===== config.mk =====
export PLATFORM = sky130hd
export DESIGN_NAME = ohi_front
export DESIGN_NICKNAME = d
export VERILOG_FILES = /design/src/hdl/ohi_pkg.sv /design/src/hdl/ohi_front.sv
export SDC_FILE = /design/constraint.sdc
export NUM_CORES = 1
export LEC_CHECK = 0
export BUFFER_PORTS_ARGS = -buffer_cell sky130_fd_sc_hd__buf_4
export CAP_MARGIN = 40
export CORE_AREA = 2 2 217 219
export CTS_CLUSTER_DIAMETER = 60
export CTS_CLUSTER_SIZE = 12
export DETAILED_ROUTE_END_ITERATION = 10
export DIE_AREA = 0 0 219 221
export GPL_TIMING_DRIVEN = 0
export SYNTH_ARGS = -nofsm -noshare
export SYNTH_HDL_FRONTEND = slang
export SYNTH_SLANG_ARGS = --single-unit
export TNS_END_PERCENT = 100

===== constraint.sdc =====
create_clock -name clk -period 13.54 [get_ports clk]
set_input_delay 1.354 -clock clk [delete_from_list [all_inputs] [get_ports clk]]
set_output_delay 1.354 -clock clk [all_outputs]
set_load 0.02 [all_outputs]

===== src/hdl/ohi_pkg.sv =====
// shared types, constants and helpers for the open addressing hash insert block
`timescale 1ns / 1ps
package ohi_pkg;

    localparam int TABLE_DEPTH = 1024;
    localparam int KEY_CHARS = 9;
    localparam int TAG_BITS = 16;
    localparam int ADDR_W = $clog2(TABLE_DEPTH);
    localparam int SIZE_W = 11;
    localparam int PROD_W = SIZE_W + 8;

    localparam logic [1:0] OP_INSERT = 2'd0;
    localparam logic [1:0] OP_CLEAR = 2'd1;
    localparam logic [1:0] OP_READ = 2'd2;

    localparam logic [1:0] REG_PROBE_MODE = 2'd0;
    localparam logic [1:0] REG_TABLE_SIZE = 2'd1;
    localparam logic [1:0] REG_STEP_SIZE = 2'd2;

    localparam logic [SIZE_W-1:0] TABLE_SIZE_RST = 11'd1021;
    localparam logic [SIZE_W-1:0] STEP_SIZE_RST = 11'd509;

    typedef enum logic [2:0] {
        F_IDLE,
        F_MUL,
        F_MOD,
        F_STRIDE,
        F_PUSH
    } front_state_t;

    typedef enum logic [2:0] {
        B_SWEEP,
        B_IDLE,
        B_PROBE_RD,
        B_PROBE_CHK,
        B_READ_WAIT,
        B_READ_DONE
    } back_state_t;

    // classified command handed from front to back
    typedef struct packed {
        logic [1:0]          op;
        logic [63:0]         key_low;
        logic [7:0]          key_high;
        logic [3:0]          key_length;
        logic [TAG_BITS-1:0] record_tag;
        logic [ADDR_W-1:0]   read_slot;
        logic [ADDR_W-1:0]   home_hash;
        logic [ADDR_W-1:0]   inc;
        logic [ADDR_W-1:0]   inc_step;
        logic [SIZE_W-1:0]   tsize;
    } cmd_t;

    typedef struct packed {
        logic [63:0]         key_low;
        logic [7:0]          key_high;
        logic [3:0]          key_length;
        logic [TAG_BITS-1:0] record_tag;
        logic [ADDR_W-1:0]   home_hash;
    } entry_t;

    // first field in the highest bits
    typedef struct packed {
        logic [15:0] stored_tag;
        logic [3:0]  stored_length;
        logic [7:0]  stored_key_high;
        logic [63:0] stored_key_low;
        logic        occupied_flag;
        logic        placed;
        logic [10:0] probes;
        logic [9:0]  home_hash;
        logic [9:0]  slot_index;
    } result_t;

    // one step of restoring remainder
    function automatic logic [SIZE_W-1:0] mod_step(input logic [SIZE_W-1:0] rem,
                                                   input logic b,
                                                   input logic [SIZE_W-1:0] m);
        logic [SIZE_W:0] r2;
        r2 = {rem, b};
        if (r2 >= {1'b0, m})
        begin
            r2 = r2 - {1'b0, m};
        end
        return r2[SIZE_W-1:0];
    endfunction

endpackage


===== src/hdl/ohi_front.sv =====
// front end: accepts items, computes home hash and probe increments
`timescale 1ns / 1ps
module ohi_front
    import ohi_pkg::*;
(
    input  logic              clk,
    input  logic              rst_n,
    input  logic              in_valid,
    output logic              in_ready,
    input  logic [1:0]        in_op,
    input  logic [63:0]       in_key_low,
    input  logic [7:0]        in_key_high,
    input  logic [3:0]        in_key_length,
    input  logic [15:0]       in_record_tag,
    input  logic [9:0]        in_read_slot,
    input  logic              probe_mode,
    input  logic [SIZE_W-1:0] table_size,
    input  logic [SIZE_W-1:0] step_size,
    output logic              q_push,
    output cmd_t              q_data,
    input  logic              q_full
);

    front_state_t state_reg, state_next;

    logic [1:0]          op_reg, op_next;
    logic [63:0]         key_low_reg, key_low_next;
    logic [7:0]          key_high_reg, key_high_next;
    logic [3:0]          len_reg, len_next;
    logic [TAG_BITS-1:0] tag_reg, tag_next;
    logic [ADDR_W-1:0]   rslot_reg, rslot_next;
    logic [71:0]         char_sr_reg, char_sr_next;
    logic [3:0]          n_reg, n_next;
    logic [SIZE_W-1:0]   t_reg, t_next;
    logic [SIZE_W-1:0]   s_reg, s_next;
    logic                mode_reg, mode_next;
    logic [SIZE_W-1:0]   acc_t_reg, acc_t_next;
    logic [SIZE_W-1:0]   acc_s_reg, acc_s_next;
    logic [PROD_W-1:0]   prod_t_reg, prod_t_next;
    logic [PROD_W-1:0]   prod_s_reg, prod_s_next;
    logic [SIZE_W-1:0]   rem_t_reg, rem_t_next;
    logic [SIZE_W-1:0]   rem_s_reg, rem_s_next;
    logic [4:0]          bit_reg, bit_next;
    logic [ADDR_W-1:0]   stride_reg, stride_next;

    logic [SIZE_W-1:0] rem_t_step;
    logic [SIZE_W-1:0] rem_s_step;

    assign rem_t_step = mod_step(rem_t_reg, prod_t_reg[PROD_W-1], t_reg);
    assign rem_s_step = mod_step(rem_s_reg, prod_s_reg[PROD_W-1], s_reg);

    always_comb
    begin
        state_next = state_reg;
        unique case (state_reg)
            F_IDLE:
            begin
                if (in_valid)
                begin
                    state_next = (in_op == OP_INSERT) ? F_MUL : F_PUSH;
                end
            end
            F_MUL:
            begin
                state_next = (n_reg == len_reg) ? F_STRIDE : F_MOD;
            end
            F_MOD:
            begin
                if (bit_reg == 5'd0)
                begin
                    state_next = F_MUL;
                end
            end
            F_STRIDE:
            begin
                if (bit_reg == 5'd0)
                begin
                    state_next = F_PUSH;
                end
            end
            F_PUSH:
            begin
                if (!q_full)
                begin
                    state_next = F_IDLE;
                end
            end
            default:
            begin
                state_next = F_IDLE;
            end
        endcase
    end

    always_comb
    begin
        op_next = op_reg;
        key_low_next = key_low_reg;
        key_high_next = key_high_reg;
        len_next = len_reg;
        tag_next = tag_reg;
        rslot_next = rslot_reg;
        char_sr_next = char_sr_reg;
        n_next = n_reg;
        t_next = t_reg;
        s_next = s_reg;
        mode_next = mode_reg;
        acc_t_next = acc_t_reg;
        acc_s_next = acc_s_reg;
        prod_t_next = prod_t_reg;
        prod_s_next = prod_s_reg;
        rem_t_next = rem_t_reg;
        rem_s_next = rem_s_reg;
        bit_next = bit_reg;
        stride_next = stride_reg;
        unique case (state_reg)
            F_IDLE:
            begin
                if (in_valid)
                begin
                    op_next = in_op;
                    key_low_next = in_key_low;
                    key_high_next = in_key_high;
                    len_next = (in_key_length > 4'(KEY_CHARS)) ? 4'(KEY_CHARS)
                                                               : in_key_length;
                    tag_next = in_record_tag;
                    rslot_next = in_read_slot;
                    char_sr_next = {in_key_high, in_key_low};
                    n_next = 4'd0;
                    if (table_size < SIZE_W'(2))
                    begin
                        t_next = SIZE_W'(2);
                    end
                    else if (table_size > SIZE_W'(TABLE_DEPTH))
                    begin
                        t_next = SIZE_W'(TABLE_DEPTH);
                    end
                    else
                    begin
                        t_next = table_size;
                    end
                    s_next = (step_size < SIZE_W'(2)) ? SIZE_W'(2) : step_size;
                    mode_next = probe_mode;
                    acc_t_next = SIZE_W'(1);
                    acc_s_next = SIZE_W'(1);
                end
            end
            F_MUL:
            begin
                rem_t_next = '0;
                rem_s_next = '0;
                bit_next = 5'(PROD_W - 1);
                if (n_reg == len_reg)
                begin
                    // stride = step_size - (product mod step_size), then reduced mod t
                    prod_t_next = PROD_W'(s_reg - acc_s_reg);
                end
                else
                begin
                    prod_t_next = acc_t_reg * char_sr_reg[7:0];
                    prod_s_next = acc_s_reg * char_sr_reg[7:0];
                end
            end
            F_MOD:
            begin
                rem_t_next = rem_t_step;
                rem_s_next = rem_s_step;
                prod_t_next = {prod_t_reg[PROD_W-2:0], 1'b0};
                prod_s_next = {prod_s_reg[PROD_W-2:0], 1'b0};
                bit_next = bit_reg - 5'd1;
                if (bit_reg == 5'd0)
                begin
                    acc_t_next = rem_t_step;
                    acc_s_next = rem_s_step;
                    n_next = n_reg + 4'd1;
                    char_sr_next = {8'd0, char_sr_reg[71:8]};
                end
            end
            F_STRIDE:
            begin
                rem_t_next = rem_t_step;
                prod_t_next = {prod_t_reg[PROD_W-2:0], 1'b0};
                bit_next = bit_reg - 5'd1;
                if (bit_reg == 5'd0)
                begin
                    stride_next = rem_t_step[ADDR_W-1:0];
                end
            end
            F_PUSH:
            begin
            end
            default:
            begin
            end
        endcase
    end

    always_comb
    begin
        in_ready = (state_reg == F_IDLE);
        q_push = (state_reg == F_PUSH) && !q_full;
        q_data.op = op_reg;
        q_data.key_low = key_low_reg;
        q_data.key_high = key_high_reg;
        q_data.key_length = len_reg;
        q_data.record_tag = tag_reg;
        q_data.read_slot = rslot_reg;
        q_data.home_hash = acc_t_reg[ADDR_W-1:0];
        q_data.tsize = t_reg;
        if (mode_reg)
        begin
            q_data.inc = stride_reg;
            q_data.inc_step = '0;
        end
        else
        begin
            // quadratic: offsets grow by 1, 3, 5, ... kept mod t
            q_data.inc = ADDR_W'(1);
            q_data.inc_step = (t_reg == SIZE_W'(2)) ? '0 : ADDR_W'(2);
        end
    end

    always_ff @(posedge clk or negedge rst_n)
    begin
        if (!rst_n)
        begin
            state_reg <= F_IDLE;
        end
        else
        begin
            state_reg <= state_next;
        end
    end

    always_ff @(posedge clk)
    begin
        op_reg <= op_next;
        key_low_reg <= key_low_next;
        key_high_reg <= key_high_next;
        len_reg <= len_next;
        tag_reg <= tag_next;
        rslot_reg <= rslot_next;
        char_sr_reg <= char_sr_next;
        n_reg <= n_next;
        t_reg <= t_next;
        s_reg <= s_next;
        mode_reg <= mode_next;
        acc_t_reg <= acc_t_next;
        acc_s_reg <= acc_s_next;
        prod_t_reg <= prod_t_next;
        prod_s_reg <= prod_s_next;
        rem_t_reg <= rem_t_next;
        rem_s_reg <= rem_s_next;
        bit_reg <= bit_next;
        stride_reg <= stride_next;
    end

endmodule


==> metrics <==
initial DRC count 1161; final hold vios 0; Avg Inst Size Synth 10.7 um2; Hold Crit Start char_sr_reg[70]; Residual DRC 0; GRT overflow 0; DRT antenna net count 0; R2R Setup Slk 8.04 ns; GRT Total Usage 20.1%; Max Slew Vio Count 0; Post-Syn Instances 1789; Reg clk slew, reported paths 0.06 ns; Fmax 182 MHz; hold endpoint char_sr_reg[62]; hold path cells 2; die footprint 48400 um2; Most used DFF post-synth edfxtp_1; fraction of registers with async set/reset 0.990%; Startpoint Class register; die width 219 um; io pins 278; worst slew pin tran 0.880 ns; Inserted Clock Buffers 31; Synth Area in XOR/XNOR 1.70%; FILL cells 4257; Routed WL per cell 17.8 um; post-CTS setup buffers 0; Final nets 2459; synth warn 0; Max H-tree Level 1; clock period minus worst slack 5.50 ns; #FFs+latches synth 303; initial antenna violation count 0; max reg flops 72; multiplexer area fraction after synthesis 0.216%; Fin Clk Skew 0.0190 ns; hold buffers post-CTS 0; Critical Path End Type register; Setup TNS 0 ns; Starting Density 41.4%; post-synth cell types 67; final worst path period share 40.6%; simple-gate share of the synthesized area 16.9%; worst-path fanout max 10; Setup Viol. Count Final 0; via count 13900; area of the core 46100 um2; area share of fa/ha/maj cells after synthesis 19.0%; root buf cell clkbuf_16; clk buf depth 3; CTS resizes 0; total wire length 48400 um; Slew HR 41.3%; r2r worst-path depth 16; # rows 79; DP Wirelength 37100 um; Max-Cap Viols 0; critical path arrival 5.75 ns; port bufs 268; Clock Sinks 303; Mapped Area 19100 um2; clk_lat worst skew 0.57 ns; Synth Area in Compound Gates 8.26%; Reg2Reg Launch Point char_sr_reg[3]; sequential share of the synthesized area 47.6%; die height 221 um; first-pass GRT wire length 77000 um; largest net degree at the start of global routing 70; CTS tree built; Hold WS 0.502 ns; ant diodes 0; vias per cell 5.09; number of synthesized flops with an enable pin 300; vias in the first global route 14200; number of detailed-route iterations in the first pass 7; routability cong. 0.892; Worst EP required 13.80 ns; critical setup path kind register to register; status finished clean; largest family of logic cells by synthesized area adder cells; Min-Delay Path Class register to register; Area Growth Syn to Fin 20.3%; capturing point of the worst reg2reg path prod_t_reg[18]; share of cells above drive strength 1 16.5%; CP Launch Point char_sr_reg[3]; RSZ-0062 raised after global routing false
-- cells in the mapped netlist (all sizes together) (4+ instances only) --
master / n / area, um2
a311o: 4 / 40.0
a21o: 20 / 150
or2: 5 / 31.3
edfxtp: 300 / 9010
and2: 139 / 870
buf: 27 / 186
o21a: 11 / 82.6
fa: 111 / 2220
and3: 4 / 25.0
nand3b: 10 / 75.1
nor4: 8 / 50.1
nor3: 22 / 110
nand2b: 18 / 113
o211ai: 6 / 50.1
a211oi: 14 / 110
xor2: 14 / 123
ha: 113 / 1410
o221ai: 8 / 70.1
nor2b: 14 / 87.6
o2111ai: 4 / 35.0
nor2: 68 / 255
a31oi: 14 / 87.6
nand4: 8 / 50.1
inv: 205 / 769
o21ai: 53 / 269
clkbuf: 66 / 248
o31ai: 7 / 52.6
a21oi: 75 / 375
nand3: 32 / 160
xnor2: 23 / 201
or3: 8 / 50.1
nand2: 331 / 1240
-- final cells by class --
class	count	area, um2	share of cell area, %
plain buffers	93	434	1.89
well taps	607	759	3.31
flip-flops and latches	303	9080	39.6
repair buffers	274	2130	9.28
inverters	205	769	3.35
clock buffers	38	802	3.49
clock inverters	8	128	0.556
multi-input cells	1196	8850	38.6
-- worst max path at each step --
| stage | endpoint | depth (start not counted) | slack [ns] |
|---|---|---|---|
| global placement | char_sr_reg[4] | 3 | 4.38 |
| detailed placement | prod_t_reg[18] | 16 | 8.13 |
| CTS | prod_t_reg[18] | 16 | 8.10 |
| global route | prod_s_reg[17] | 16 | 7.78 |
| finish | prod_t_reg[18] | 16 | 8.04 |
| floorplan | acc_s_reg[0] | 2 | 6.72 |
-- cells by family (layout without fill, tap and decap cells) --
group                      count (synthesis)  after routing
and+or+nand+nor                          679            679
DFF                                      303            303
buffers and inverters                    298            618
AOI/OAI and AO/OA                        243            243
adders and majority gates                224            224
xor gates and xnor gates                  37             37
muxes                                      4              4
other                                      1              9
-- routing by layer --
metal / wire, um / GRT usage [%] / part of all wire (%)
met1: 21400 / 28.4 / 44
met2: 22700 / 32.3 / 47
met3: 3360 / 3.45 / 6.9
met4: 1020 / 5.03 / 2.1
met5: 0 / 0 / 0
-- layout by cell type, fill, tap and decap left out, types with 19 or more instances in the layout --
master     count
a21oi_1       74
nand2_1      331
ha_1         113
o21ai_0       49
nor2_1        67
clkbuf_16     31
xnor2_1       23
and2_1       138
a21o_1        19
fa_1         111
buf_4        287
inv_1        205
clkbuf_1      73
edfxtp_1     300
nand3_1       32
nor3_1        22
-- stage by stage --
step | instance area [um2] | cells | util [%] | setup WS [ns]
global route | 23000 | 2724 | 49.8 | 7.78
detailed placement | 22000 | 2678 | 47.8 | 8.13
global placement | 21900 | 2672 | 47.5 | 4.38
CTS | 23000 | 2724 | 49.8 | 8.10
floorplan | 19100 | 1797 | - | 6.72
finish | 23000 | 2724 | 49.8 | 8.04
-- critical path: stages, from the launching register on --
cell and delay, ns:
edfxtp_1 0.50, clkbuf_1 0.56, nand2_1 0.18, fa_1 0.51, fa_1 0.51, inv_1 0.06
fa_1 0.53, inv_1 0.07, fa_1 0.53, inv_1 0.04, ha_1 0.38, or2_2 0.32
a31oi_1 0.27, a211oi_2 0.11, o21ai_0 0.28, and2_1 0.18, o221ai_1 0.14
Power is not shown: default switching activity piles up to over one toggle a cycle in this logic, so the estimate is an artifact.
